**src/design/wbps_pkg.sv**
```systemverilog
// package for the wildcard byte pattern search block
// types, widths and register indexes; no dependencies

package wbps_pkg;

    // pattern and offset sizes
    localparam int PATTERN_MAX = 16;
    localparam int OFFSET_BITS = 32;
    localparam int LEN_BITS    = 5;
    localparam int HIT_BITS    = 16;
    localparam int CFG_BITS    = 64;
    localparam int CFG_IDX_BITS = 3;

    // result queue
    localparam int FIFO_DEPTH  = 4;
    localparam int FIFO_PTR_W  = $clog2(FIFO_DEPTH);
    localparam int FIFO_CNT_W  = $clog2(FIFO_DEPTH + 1);

    // configuration register indexes
    localparam logic [CFG_IDX_BITS-1:0] REG_PAT_LOW   = 3'd0;
    localparam logic [CFG_IDX_BITS-1:0] REG_PAT_HIGH  = 3'd1;
    localparam logic [CFG_IDX_BITS-1:0] REG_CARE_MASK = 3'd2;
    localparam logic [CFG_IDX_BITS-1:0] REG_PAT_LEN   = 3'd3;
    localparam logic [CFG_IDX_BITS-1:0] REG_MAX_HITS  = 3'd4;

    // result kinds
    localparam logic KIND_MATCH = 1'b0;
    localparam logic KIND_DONE  = 1'b1;

    // one result word
    typedef struct packed {
        logic                   kind;
        logic [OFFSET_BITS-1:0] offset;
        logic [HIT_BITS-1:0]    hits;
        logic                   last;
    } t_result;

endpackage

```
**src/design/wildcard_byte_pattern_search_top.sv**
```systemverilog
// A result word is written into the result queue when its byte is accepted.
// One byte per cycle while input ready is high; a byte that causes both a match
// and a done result pushes two words, buffered in a four-word result queue.
// Input ready drops when the queue has fewer than two free words.
// Reset (synchronous, active low) clears window, position, hit count, queue
// and sets the configuration registers to their reset values.
// depends on wbps_pkg

module wildcard_byte_pattern_search_top (
    input  logic                              i_clk,
    input  logic                              i_rst_n,
    // configuration write port
    input  logic                              i_cfg_we,
    input  logic [wbps_pkg::CFG_IDX_BITS-1:0] i_cfg_index,
    input  logic [wbps_pkg::CFG_BITS-1:0]     i_cfg_data,
    // byte channel
    input  logic                              i_in_valid,
    output logic                              o_in_ready,
    input  logic [7:0]                        i_data_byte,
    input  logic                              i_range_start,
    input  logic                              i_range_end,
    // result channel
    output logic                              o_out_valid,
    input  logic                              i_out_ready,
    output logic                              o_result_kind,
    output logic [wbps_pkg::OFFSET_BITS-1:0]  o_match_offset,
    output logic [wbps_pkg::HIT_BITS-1:0]     o_hit_total,
    output logic                              o_final_result
);
    import wbps_pkg::*;

    // configuration registers
    logic [CFG_BITS-1:0]    r_pat_low;
    logic [CFG_BITS-1:0]    r_pat_high;
    logic [PATTERN_MAX-1:0] r_care;
    logic [LEN_BITS-1:0]    r_pat_len;
    logic [HIT_BITS-1:0]    r_max_hits;

    // scan state
    logic [7:0]             r_window [PATTERN_MAX];
    logic [OFFSET_BITS-1:0] r_pos;
    logic [HIT_BITS-1:0]    r_hits;

    // result queue
    t_result                r_fifo [FIFO_DEPTH];
    logic [FIFO_PTR_W-1:0]  r_wr_ptr;
    logic [FIFO_PTR_W-1:0]  r_rd_ptr;
    logic [FIFO_CNT_W-1:0]  r_count;

    logic                   in_acc;
    logic                   out_acc;
    logic [7:0]             n_window [PATTERN_MAX];
    logic [7:0]             pat_byte [PATTERN_MAX];
    logic [4:0]             age      [PATTERN_MAX];
    logic [PATTERN_MAX-1:0] mismatch;
    logic [LEN_BITS-1:0]    len_eff;
    logic [OFFSET_BITS-1:0] n_pos;
    logic [OFFSET_BITS-1:0] pos_base;
    logic [HIT_BITS-1:0]    hits_base;
    logic [HIT_BITS-1:0]    n_hits;
    logic                   hit;
    logic [1:0]             push_cnt;
    t_result                hit_res;
    t_result                done_res;

    assign in_acc  = i_in_valid && o_in_ready;
    assign out_acc = o_out_valid && i_out_ready;

    // configuration writes
    always_ff @(posedge i_clk) begin
        if (!i_rst_n) begin
            r_pat_low  <= '0;
            r_pat_high <= '0;
            r_care     <= '0;
            r_pat_len  <= LEN_BITS'(1);
            r_max_hits <= HIT_BITS'(1);
        end else if (i_cfg_we) begin
            unique case (i_cfg_index)
                REG_PAT_LOW:   r_pat_low  <= i_cfg_data;
                REG_PAT_HIGH:  r_pat_high <= i_cfg_data;
                REG_CARE_MASK: r_care     <= i_cfg_data[PATTERN_MAX-1:0];
                REG_PAT_LEN:   r_pat_len  <= i_cfg_data[LEN_BITS-1:0];
                REG_MAX_HITS:  r_max_hits <= i_cfg_data[HIT_BITS-1:0];
                default: ;
            endcase
        end
    end

    // pattern bytes split out of the two words
    always_comb begin
        for (int k = 0; k < PATTERN_MAX / 2; k++) begin
            pat_byte[k]                   = r_pat_low[8*k +: 8];
            pat_byte[k + PATTERN_MAX / 2] = r_pat_high[8*k +: 8];
        end
    end

    // length clamp, new window and saturating position
    always_comb begin
        len_eff = (r_pat_len > LEN_BITS'(PATTERN_MAX)) ? LEN_BITS'(PATTERN_MAX) : r_pat_len;
        n_window[0] = i_data_byte;
        for (int i = 1; i < PATTERN_MAX; i++) begin
            n_window[i] = r_window[i-1];
        end
        pos_base  = i_range_start ? '0 : r_pos;
        hits_base = i_range_start ? '0 : r_hits;
        n_pos     = (pos_base == '1) ? pos_base : pos_base + OFFSET_BITS'(1);
    end

    // parallel compare: pattern byte k against the byte received len-1-k ago
    always_comb begin
        for (int k = 0; k < PATTERN_MAX; k++) begin
            age[k]      = len_eff - 5'(k) - 5'd1;
            mismatch[k] = (5'(k) < len_eff) && r_care[k] &&
                          (n_window[age[k][3:0]] != pat_byte[k]);
        end
        hit = (len_eff != '0) && (n_pos >= OFFSET_BITS'(len_eff)) &&
              (hits_base < r_max_hits) && (mismatch == '0);
        n_hits = hit ? hits_base + HIT_BITS'(1) : hits_base;
    end

    // result words for this byte
    always_comb begin
        hit_res.kind    = KIND_MATCH;
        hit_res.offset  = n_pos - OFFSET_BITS'(len_eff);
        hit_res.hits    = n_hits;
        hit_res.last    = !i_range_end;
        done_res.kind   = KIND_DONE;
        done_res.offset = '0;
        done_res.hits   = n_hits;
        done_res.last   = 1'b1;
        push_cnt = in_acc ? (2'(hit) + 2'(i_range_end)) : 2'd0;
    end

    // scan state update
    always_ff @(posedge i_clk) begin
        if (!i_rst_n) begin
            for (int i = 0; i < PATTERN_MAX; i++) begin
                r_window[i] <= '0;
            end
            r_pos  <= '0;
            r_hits <= '0;
        end else if (in_acc) begin
            r_window <= n_window;
            r_pos    <= n_pos;
            r_hits   <= n_hits;
        end
    end

    // result queue pointers and count
    always_ff @(posedge i_clk) begin
        if (!i_rst_n) begin
            r_wr_ptr <= '0;
            r_rd_ptr <= '0;
            r_count  <= '0;
        end else begin
            r_wr_ptr <= r_wr_ptr + FIFO_PTR_W'(push_cnt);
            if (out_acc) begin
                r_rd_ptr <= r_rd_ptr + FIFO_PTR_W'(1);
            end
            r_count <= r_count + FIFO_CNT_W'(push_cnt) - FIFO_CNT_W'(out_acc);
        end
    end

    // result queue storage
    always_ff @(posedge i_clk) begin
        if (push_cnt != 2'd0) begin
            r_fifo[r_wr_ptr] <= hit ? hit_res : done_res;
        end
        if (push_cnt == 2'd2) begin
            r_fifo[r_wr_ptr + FIFO_PTR_W'(1)] <= done_res;
        end
    end

    // handshake and output fields
    assign o_in_ready     = (r_count <= FIFO_CNT_W'(FIFO_DEPTH - 2));
    assign o_out_valid    = (r_count != '0);
    assign o_result_kind  = r_fifo[r_rd_ptr].kind;
    assign o_match_offset = r_fifo[r_rd_ptr].offset;
    assign o_hit_total    = r_fifo[r_rd_ptr].hits;
    assign o_final_result = r_fifo[r_rd_ptr].last;

    // queue never overfills
    a_count_bound: assert property (@(posedge i_clk) disable iff (!i_rst_n)
        r_count <= FIFO_CNT_W'(FIFO_DEPTH))
        else $error("result queue count above depth");

    // a range end always leaves a word queued
    a_end_pushes: assert property (@(posedge i_clk) disable iff (!i_rst_n)
        in_acc && i_range_end |=> r_count != '0)
        else $error("range end produced no result");

    // a match word always counts itself
    a_match_hits: assert property (@(posedge i_clk) disable iff (!i_rst_n)
        o_out_valid && o_result_kind == KIND_MATCH |-> o_hit_total != '0)
        else $error("match result with zero hit total");

    // position only moves forward within a range
    a_pos_mono: assert property (@(posedge i_clk) disable iff (!i_rst_n)
        in_acc && !i_range_start |=> r_pos >= $past(r_pos))
        else $error("byte position went backward");

    // hits never exceed the limit after a match
    a_hit_limit: assert property (@(posedge i_clk) disable iff (!i_rst_n)
        in_acc && hit |=> r_hits <= r_max_hits)
        else $error("hit count above limit");

endmodule
```
**config.mk**
```make
export PLATFORM = sky130hd
export DESIGN_NAME = wildcard_byte_pattern_search_top
export DESIGN_NICKNAME = d
export VERILOG_FILES = /design/src/design/wbps_pkg.sv /design/src/design/wildcard_byte_pattern_search_top.sv
export SDC_FILE = /design/constraint.sdc
export NUM_CORES = 2
export LEC_CHECK = 0
export BUFFER_PORTS_ARGS = -buffer_cell sky130_fd_sc_hd__buf_2
export CAP_MARGIN = 20
export CORE_ASPECT_RATIO = 0.5
export CORE_MARGIN = 3
export CORE_UTILIZATION = 60
export CTS_CLUSTER_SIZE = 12
export DETAILED_ROUTE_END_ITERATION = 8
export MAX_ROUTING_LAYER = met4
export PLACE_DENSITY = 0.78
export SYNTH_ARGS = -nofsm -noshare
export SYNTH_HDL_FRONTEND = slang
export SYNTH_SLANG_ARGS = --single-unit
```
**constraint.sdc**
```tcl
create_clock -name i_clk -period 15.9 [get_ports i_clk]
set_input_delay 0 -clock i_clk [delete_from_list [all_inputs] [get_ports i_clk]]
set_output_delay 0 -clock i_clk [all_outputs]
set_load 0.02 [all_outputs]
```
Word-level counts from Yosys, hierarchy flattened:

Memories as Yosys holds them, arrays and structs flattened. A register that Yosys moved wholly into a read port is not among the register bits.
Cells that the tools add are included.

* logic and storage cells: 248
* flip-flop bits (word level): 340
* output and inout port bits: 52
* memory bits (writable): 200
* memories kept: 1
* bits of input ports: 82

* $add $sub $neg: 39
* reductions and logical operators: 48
* bitwise gates (word level): 16
* multiplexer cells: 61
* magnitude comparators: 36
* equality and inequality tests: 22

Memories
* r_fifo: words 4, bits a word 50, read ports 1, clocked after Yosys merged registers in 1, wr ports 2, RTL line wildcard_byte_pattern_search_top.sv:45 `t_result r_fifo [FIFO_DEPTH];`

Operator list (count)
* 8-bit binary-select mux with 4-bit select: 16
* 8-bit 2-to-1 mux: 32
* 8-bit inequality test: 16
* 5-bit greater-or-equal comparator (second input constant): 16
* 4-bit NOT with 5-bit output: 16
* 32-bit 2-to-1 mux: 2
* 4-bit by 1-bit subtractor with 4-bit output (second input constant): 16
* 50-bit 2-to-1 mux: 1
* 4-bit by 5-bit less-than comparator with 1-bit output (first input constant): 8
* 1-bit logical AND: 37
* 32-bit by 1-bit adder with 32-bit output (second input constant): 1
* 32-bit equality test (second input constant): 1
* 32-bit by 5-bit greater-or-equal comparator with 1-bit output: 1
* 16-bit 2-to-1 mux: 2
* 32-bit by 5-bit subtractor with 32-bit output: 1
* 4-bit subtractor (second input constant): 8
* 3-bit by 5-bit less-than comparator with 1-bit output (first input constant): 4
* 16-bit by 1-bit adder with 16-bit output (second input constant): 1
* 16-bit logical NOT: 1
* 16-bit less-than comparator: 1
* 4-bit by 3-bit subtractor with 4-bit output (second input constant): 4
* 1-bit by 5-bit less-than comparator with 1-bit output (first input constant): 2
* 2-bit by 5-bit less-than comparator with 1-bit output (first input constant): 2
* 2-bit AND reduction: 5
* 20 further kinds: 28

Depth between registers and ports, before layout:

* depth in word-level cells: 17
* mapped depth: 33
* depth with buffers taken out: 25

Least setup slack after synthesis:

Ideal clock, no wire load.

* path kind: input port to flip-flop
* from: input port i_range_start
* to: memory r_fifo[1][12] (netlist bit), data pin
* path slack: 8.643 ns
* data arrival time: 6.988 ns
* library setup time: 0.269 ns
* data required time: 15.631 ns
* stages: 32
* path through: buf_2 > clkbuf_1 > buf_1 > clkbuf_1 > clkbuf_1 > nor2b_1 > ha_1 > clkbuf_1 > nand4_1 > nor4_2 > mux2i_1 > fa_1 > nor2b_1 > o21ai_0 > nand2b_1 > a21o_1 > or3_1 > nor4_2 > o2111a_1 > nand2_1 > nand2_1 > buf_4 > buf_4 > nor2_1 > ha_1 > mux2_2 > nand2_1 > or2_2 > clkbuf_1 > clkinv_1 > nand2_1 > mux2i_1

RTL lines
* start: declaration: RTL line wildcard_byte_pattern_search_top.sv:20 `input logic i_range_start,`
* end: declaration: RTL line wildcard_byte_pattern_search_top.sv:45

==> impl_metrics.toml <==
[run_status]
outcome = "finished, violations left"
violations = "antenna rules"

[routing]
drt-pass1-iter-count = 8
wire_per_inst_um = 27.3
vias_per_cell = 6.98
ant_nets = 1
wl_um = 128000
route.detailed.drc = 0
drt_iter0_drc = 4623
vias = 32900

[yosys]
synth_top_area_share = 0.280
yosys_most_used_dff = "dfxtp_1"
synth_top_family_by_area = "compound AO/OA/AOI/OAI gates"
synth_edf_count = 64
synth.yosys.seq_area_share = 0.336
synth-compound-area-share = 0.196
synth_nets = 4047
ys_top_cells_by_count = "743 x nand2_1, 478 x dfxtp_1, 405 x a21oi_1, 263 x mux2i_1, 217 x clkbuf_1"
post-synth-top-count-cell = "nand2_1"
syn_area_mm2 = 0.0342
yosysTopAreaCell = "dfxtp_1"
synth_fa_ha_area_frac = 0.0144
async_flop_share = 0
ys_top_cells_by_area = "dfxtp_1 28%, nand2_1 8.2%, mux4_2 7.8%"
synth-xor-area-share = 0.0544
netlist_instances = 3927
synth_warnings = 0
avgSynthCellArea_um2 = 8.70
synthMuxAreaShare = 0.168
synth_seq_cells = 542
synth_cell_types = 106
synthSimpleGateAreaFrac = 0.179

[cts]
clkTransAtPathRegs_ns = 0.07
tritoncts = "yes"
hold_buffers = 85
clock_path_buffers = 3
root_buffer = "clkbuf_16"
ctsHtreeMaxLevel = 2
post_cts_resized = 0
cts.sink_count = 542
cts_buffers = 52
clk_latency_ns = 0.63
cts_setup_buffers = 0

[worst_hold_path]
min_path_cells = 4
hold_path_end = "r_max_hits[4]"
hp-class = "in -> reg"
hp-start = "i_cfg_we"

[critical_path]
r2r_slack_ns = 5.47
cp_max_fo = 50
arrival_ns = 10.80
r2r-start = "r_pat_len[1]"
worstSetupPathType = "reg -> reg"
worstReg2RegEnd = "r_fifo[1][11]"
cp-start-kind = "flop"
critical_path_required_ns = 16.27
endpoint_kind = "flop"
rr_worst_depth = 23
crit_start = "r_pat_len[1]"

[placed_design]
hpwl_um = 88700
io_buffers = 133
place_ws_ns = 6.01
globalplace.congestion = 1.14

[die]
pin_count = 134
start_util = 0.611
coreArea_mm2 = 0.0559
die_h_um = 175
chipWidth_um = 343
die-area_mm2 = 0.0600
rows = 61

[grt]
track_usage = 0.428
grt_max_degree = 153
antenna_found_initial = 2
grt_pass1_wl_um = 191000
grt_pass1_vias = 30400
grt-ovfl-total = 0

[sta]
rsz0062_at_grt = "false"
final_hold_viol_count = 0
setup_tns_ns = 0
worst_slack_ns = 5.47
finalCritPeriodShare = 0.656
min_period_ns = 10.43
final-setup-viol-count = 0
finClkSkew_ns = 0.0179
max_slew.worst_pin.slew_ns = 1.32
slew_violations = 0
fmax_mhz = 95.9
maxSlewHeadroom = 0.110

[power_and_ir_drop]
power_leakage_nw = 13.8
irDropWorstVdd_v = 0.000108
power_density_mw_per_mm2 = 112

[finish]
finish.net_count = 4050
drive_above_1_share = 0.123
syn_to_final_growth_pct = 9.03
num-fill-cells = 4463

[run]
max-cap-violations = 0
## cell type report
type / count / area (um^2) / area share
Clock buffer: 67 / 1380 / 0.0370
Sequential cell: 542 / 11500 / 0.309
Clock inverter: 6 / 90.1 / 0.00242
Antenna cell: 8 / 20.0 / 0.000537
Tap cell: 756 / 946 / 0.0254
Inverter: 71 / 275 / 0.00739
Timing Repair Buffer: 288 / 2040 / 0.0548
Multi-Input combinational cell: 2975 / 21000 / 0.564
## sequential cells by signal, summed over array words and instances, names as in the netlist, named ones only
signal / cells
r_max_hits: 16
r_pat_high: 64
r_count: 3
r_fifo: 200
r_hits: 16
r_wr_ptr: 2
r_care: 16
r_rd_ptr: 2
n_window: 120
r_pos: 32
r_pat_low: 64
r_pat_len: 5
## cells in the final DEF (no fill, tap or decap), drive strengths merged, types with 109 or more instances in the layout
cell     n
a32o   129
nand2  744
nor2   163
a21oi  406
dfxtp  478
buf    202
o21ai  109
xnor2  119
mux2i  264
mux4   119
## worst max path at each step
stage	to	slack, ns	cells past startpoint
finish	r_fifo[1][11]	5.47	23
CTS	r_fifo[1][11]	5.96	23
global route	r_fifo[1][11]	5.17	23
detailed placement	r_fifo[1][11]	6.01	23
global placement	r_fifo[1][12]	6.23	23
floorplan	r_fifo[1][12]	8.64	32
## through the flow
step	instances	area [um^2]	utilization	total power, mW	hold slack, ns
after floorplan	3927	34200	-	2.61	0.124
after global placement	4546	34900	0.624	2.95	0.253
after detailed placement	4546	34900	0.624	2.99	0.258
after CTS	4704	37200	0.665	4.15	0.0418
after global routing	4706	37200	0.666	4.33	0.100
final	4713	37300	0.666	4.17	0.0621
## critical path, stage by stage, from the launching register on
cell	delay, ns
dfxtp_1	0.31
buf_4	0.34
nor2b_4	0.21
buf_4	0.55
inv_2	0.53
ha_1	0.44
nand2_1	0.16
o22a_1	0.19
nand2_1	0.58
xnor2_4	0.72
mux4_2	0.57
mux2i_1	0.31
xor2_1	0.12
o311ai_0	0.82
o311a_2	0.44
nand2_1	0.51
nor2_1	0.34
ha_1	0.32
mux2_2	0.31
nand2_1	0.07
or2_2	0.82
clkinv_1	0.99
nand2_1	0.33
mux2i_1	0.11
## cells by family (layout without fill, tap and decap cells)
kind of cell,count (synthesis),in the layout
AOI/OAI and AO/OA,996,996
xor gates and xnor gates,207,207
buffers and inverters,410,432
muxes,418,418
and+or+nand+nor,1316,1316
adders and majority gates,38,38
other,0,8
DFF,542,542
## power breakdown
group / total [mW] / switching [mW] / internal (mW)
sequential: 1.70 / 0.124 / 1.57
clock: 1.16 / 0.555 / 0.605
combinational: 1.31 / 0.829 / 0.480
## routing by layer
layer	share of wire	global-route usage
met1	0.40	0.583
met2	0.42	0.607
met3	0.13	0.121
met4	0.046	0.155
met5	0	-
Power figures use the tool's default switching activity.
